**config.mk**
```make
export PLATFORM = sky130hd
export DESIGN_NAME = xsm_mul
export DESIGN_NICKNAME = d
export VERILOG_FILES = /design/src/rtl/xsm_pkg.sv /design/src/rtl/xsm_mul.sv
export SDC_FILE = /design/constraint.sdc
export NUM_CORES = 2
export LEC_CHECK = 0
export ABC_AREA = 1
export BUFFER_PORTS_ARGS = -buffer_cell sky130_fd_sc_hd__buf_4
export CORE_MARGIN = 2
export CORE_UTILIZATION = 55
export DETAILED_ROUTE_END_ITERATION = 12
export MAX_ROUTING_LAYER = met4
export PLACE_DENSITY_LB_ADDON = 0.08
export REMOVE_ABC_BUFFERS = 1
export SETUP_SLACK_MARGIN = 0.1
export SYNTH_ARGS = -nofsm -noshare
export SYNTH_HDL_FRONTEND = slang
export SYNTH_SLANG_ARGS = --single-unit
```
**constraint.sdc**
```tcl
create_clock -name clk -period 6.35 [get_ports clk]
set_input_delay 0 -clock clk [delete_from_list [all_inputs] [get_ports clk]]
set_output_delay 0 -clock clk [all_outputs]
set_load 0.05 [all_outputs]
```
**src/rtl/xsm_pkg.sv**
```systemverilog
// Shared types, constants and helper functions for the XY spin Metropolis update block.
// Used by every module of the block except xsm_ram; depends on nothing.
package xsm_pkg;

	localparam int LAT_BITS = 6;
	localparam int LAT_SIDE = 1 << LAT_BITS;
	localparam int ADDR_W   = 2 * LAT_BITS;
	localparam int DEPTH    = LAT_SIDE * LAT_SIDE;
	localparam int ANGLE_W  = 16;

	localparam int MUL_A_W = 34;
	localparam int MUL_B_W = 26;
	localparam int MUL_P_W = MUL_A_W + MUL_B_W;

	localparam logic [1:0] CFG_MAX_STEP = 2'd0;
	localparam logic [1:0] CFG_COUPLING = 2'd1;
	localparam logic [1:0] CFG_INV_TEMP = 2'd2;

	localparam logic OP_UPDATE = 1'b0;
	localparam logic OP_READ   = 1'b1;

	localparam logic [14:0] MAX_STEP_RST = 15'd10430;
	localparam logic [15:0] COUPLING_RST = 16'd4096;
	localparam logic [15:0] INV_TEMP_RST = 16'd256;

	localparam logic signed [30:0] COS_ONE = 31'sd268435456;
	localparam logic signed [30:0] COS_A   = 31'sd331168970;
	localparam logic signed [30:0] COS_B   = 31'sd68093890;
	localparam logic signed [30:0] COS_C   = 31'sd5600498;
	localparam logic signed [MUL_A_W-1:0] COS_D = 34'sd246762;
	localparam logic [14:0] QUARTER = 15'd16384;

	localparam logic signed [MUL_B_W-1:0] LOG2E_Q24 = 26'sd24204406;
	localparam logic signed [MUL_B_W-1:0] LN2_Q24   = 26'sd11629080;
	localparam logic [24:0] Q24_ONE = 25'd16777216;

	typedef struct packed {
		logic              opcode;
		logic [5:0]        site_row;
		logic [5:0]        site_col;
		logic signed [15:0] trial_random;
		logic [15:0]       accept_random;
	} step_t;

	typedef struct packed {
		logic        accepted;
		logic [15:0] site_angle;
	} res_t;

	typedef struct packed {
		logic [14:0] max_step;
		logic [15:0] coupling;
		logic [15:0] inverse_temp;
	} cfg_t;

	typedef struct packed {
		logic signed [MUL_A_W-1:0] a;
		logic signed [MUL_B_W-1:0] b;
	} mul_req_t;

	typedef enum logic [4:0] {
		ST_CLEAR, ST_IDLE, ST_RDC, ST_OLD, ST_NB_RD, ST_NB_WR,
		ST_TR_MUL, ST_TR_POST, ST_CS_MUL, ST_CS_POST, ST_CS_FIN,
		ST_K_MUL, ST_K_POST, ST_X_MUL, ST_X_POST, ST_Y_MUL, ST_Y_POST,
		ST_G_MUL, ST_G_POST, ST_E_MUL, ST_E_POST, ST_D_MUL, ST_D_POST,
		ST_W, ST_WB, ST_OUT
	} state_t;

	function automatic logic signed [30:0] cos_coef(input logic [2:0] step);
		logic signed [30:0] c;
		unique case (step)
			3'd1:    c = COS_C;
			3'd2:    c = COS_B;
			3'd3:    c = COS_A;
			3'd4:    c = COS_ONE;
			default: c = '0;
		endcase
		return c;
	endfunction

	// floor(2^32 / k) + 1, exact floor division for quotients below 2^25
	function automatic logic signed [MUL_A_W-1:0] div_recip(input logic [2:0] k);
		logic signed [MUL_A_W-1:0] r;
		unique case (k)
			3'd1:    r = 34'sd4294967297;
			3'd2:    r = 34'sd2147483649;
			3'd3:    r = 34'sd1431655766;
			3'd4:    r = 34'sd1073741825;
			3'd5:    r = 34'sd858993460;
			3'd6:    r = 34'sd715827883;
			3'd7:    r = 34'sd613566757;
			default: r = '0;
		endcase
		return r;
	endfunction

endpackage

```
**src/rtl/xsm_mul.sv**
```systemverilog
// Shared signed multiplier with registered product.
// Depends on xsm_pkg for operand widths and the request struct.
module xsm_mul (
	input  logic                                clk,
	input  xsm_pkg::mul_req_t                   req,
	output logic signed [xsm_pkg::MUL_P_W-1:0] prod
);

	logic signed [xsm_pkg::MUL_P_W-1:0] prod_q;

	always_ff @(posedge clk) begin
		prod_q <= xsm_pkg::MUL_P_W'(req.a) * xsm_pkg::MUL_P_W'(req.b);
	end

	assign prod = prod_q;

endmodule

```
==> results.cfg <==
[outcome]
status = finished clean

[routing]
drt-total-wl_um = 92500
highest-signal-layer = met4
drtIter0Drc = 1666
first_pass_iters = 8
wl_met3_um = 5640
met1_length_um = 38600
via_per_inst = 4.85
met2_length_um = 45600
via_count = 26600
postRouteAntennaNets = 0
wire_per_inst_um = 16.9
drc = 0

[setup_path]
arrival_ns = 6.10
slowest_delay_ns = 0.56
worstPathMaxFanout = 19
crit_slowest_cell = fa_1
path_class = input pin to register
crit_top_cell = fa_1
critPathLaunchType = input pin
endpoint_kind = register
required_ns = 6.58

[synth]
yosys-top-cells-area = fa_1, inv_1, nand2_1, ha_1, dfxtp_1
syn_inst = 4632
ys_seq_area_share_pct = 3.43
yosys.cell_types.count = 27
ys_ff_latch = 60
netlist_area_um2 = 35000
synth_top_area_share_pct = 51.5
avgSynthCellArea_um2 = 7.57
synth_top_area_cell = fa_1
yosys_warnings = 0

[timing]
rsz0062_at_grt = false
worst_slew_pin_slew_ns = 0.588
hold_viol = 0
min_period_ns = 5.86
fmax_ghz = 0.171
setup_viol = 0
setup_ws_ns = 0.486
slew_headroom_pct = 60.8
tns_ns = 0
finalMaxSlewViolations = 0
min_period_over_period_pct = 92.3

[cells_and_area]
finalNonFillerCells = 5482
syn2layout_area_growth_pct = 5.88
largest_reg_flops = 60
final_core_util_pct = 58.8
finalNetCount = 5756
diodes = 0
drive_gt1_share_pct = 5.93

[clock_network]
cts_htree_levels = 3
clock-sinks = 60
clock_path_buffers = 2
cts_resized = 0
cts_made_buffers = 9
cts_tree = done
clk_pin_slew_worst_paths_ns = 0.06
clockRootBuffer = clkbuf_16
postCtsHoldBufs = 0
post_cts_buffers = 0

[floorplanning]
dieArea_um2 = 65800
pin_count = 121
core_area_um2 = 63100
die_y_um = 256
die_w_um = 256
start_util_pct = 55.6
fp-row-count = 92

[global_routing]
grt_max_degree = 35
antenna_found_initial = 0
grt_usage_pct = 30.9
grt_pass1_vias = 28600
grt.overflow.total = 0
grt_pass1_wl_um = 154000

[run]
cap_violations = 0

[place]
hpwl_um = 81000
routabilityCongestion = 0.973
dp_cells = 5466
portBuffers = 120
pre_cts_ws_ns = 0.175

[hold_path]
hold_path.class = input pin to register
worst max-delay path, delay by kind of cell:
family | cells | cell delay, ns
AND/OR/NAND/NOR | 10 | 1.33
adder cells (fa/ha/maj) | 8 | 4.01
buffers and inverters | 7 | 0.73
layout by cell type (no fill, tap or decap), drive strengths merged, types with 2 or more instances in the layout:
master    synthesis  routed
and2              9       9
xor2             29      29
xnor2             5       5
clkinv            0       3
nor3              6       6
a21oi            33      33
o21bai            2       2
inv            1568    1570
fa              902     902
clkbuf          198       9
buf               7     193
nand4            23      23
ha              162     162
nor2            131     131
nand3            60      60
clkinvlp          0       2
nand2          1422    1422
dfxtp            60      60
o21ai             9       9
or2               4       4
worst paths after layout:
path / startpoint / end / slack, ns / cells after the start
worst min-delay path: req[26] / prod[0]$_DFF_P_ / 0.23 / 4
worst max-delay path: req[5] / prod[53]$_DFF_P_ / 0.49 / 25
cell type report:
cell class,instances,area (um^2)
timing repair buffer,193,1490
clock inverter,7,61.3
fill,6131,26000
tap,846,1060
inverter,1568,5890
multi-input combinational,2799,27200
sequential,60,1200
clock buffer,9,225
cells by family (layout without fill, tap and decap cells):
family	count (synthesis)	after routing	synth area share [%]
xor+xnor	34	34	0.850
fa+ha+maj	1064	1064	57.3
buf+inv	1773	1777	19.0
simple gates	1657	1657	18.8
compound gates	44	44	0.643
flops	60	60	3.43
routing by layer:
metal	vias to the layer above	track usage (%)
met5	-	-
met4	0	7.96
met3	144	3.64
met2	833	52.1
met1	13200	39.9
li1	12500	-
metrics by stage:
| step | instance area, um^2 | hold slack, ns |
|---|---|---|
| CTS | 37100 | 0.218 |
| detailed placement | 36800 | 0.450 |
| finish | 37100 | 0.227 |
| global route | 37100 | 0.255 |
| global placement | 36800 | 0.450 |
| floorplan | 34300 | 0.0935 |
synthesized netlist by cell type (all sizes together):
master and n:
a21oi 33, and2 9, and3 1, buf 7, clkbuf 198, dfxtp 60, fa 902, ha 162
inv 1568, nand2 1422, nand3 60, nand4 23, nor2 131, nor3 6, nor4 1, o21ai 9
o21bai 2, or2 4, xnor2 5, xor2 29
Power is left out: the tool's default activity adds up to more than one toggle a clock period on the data nets, which glitch-free logic cannot reach.
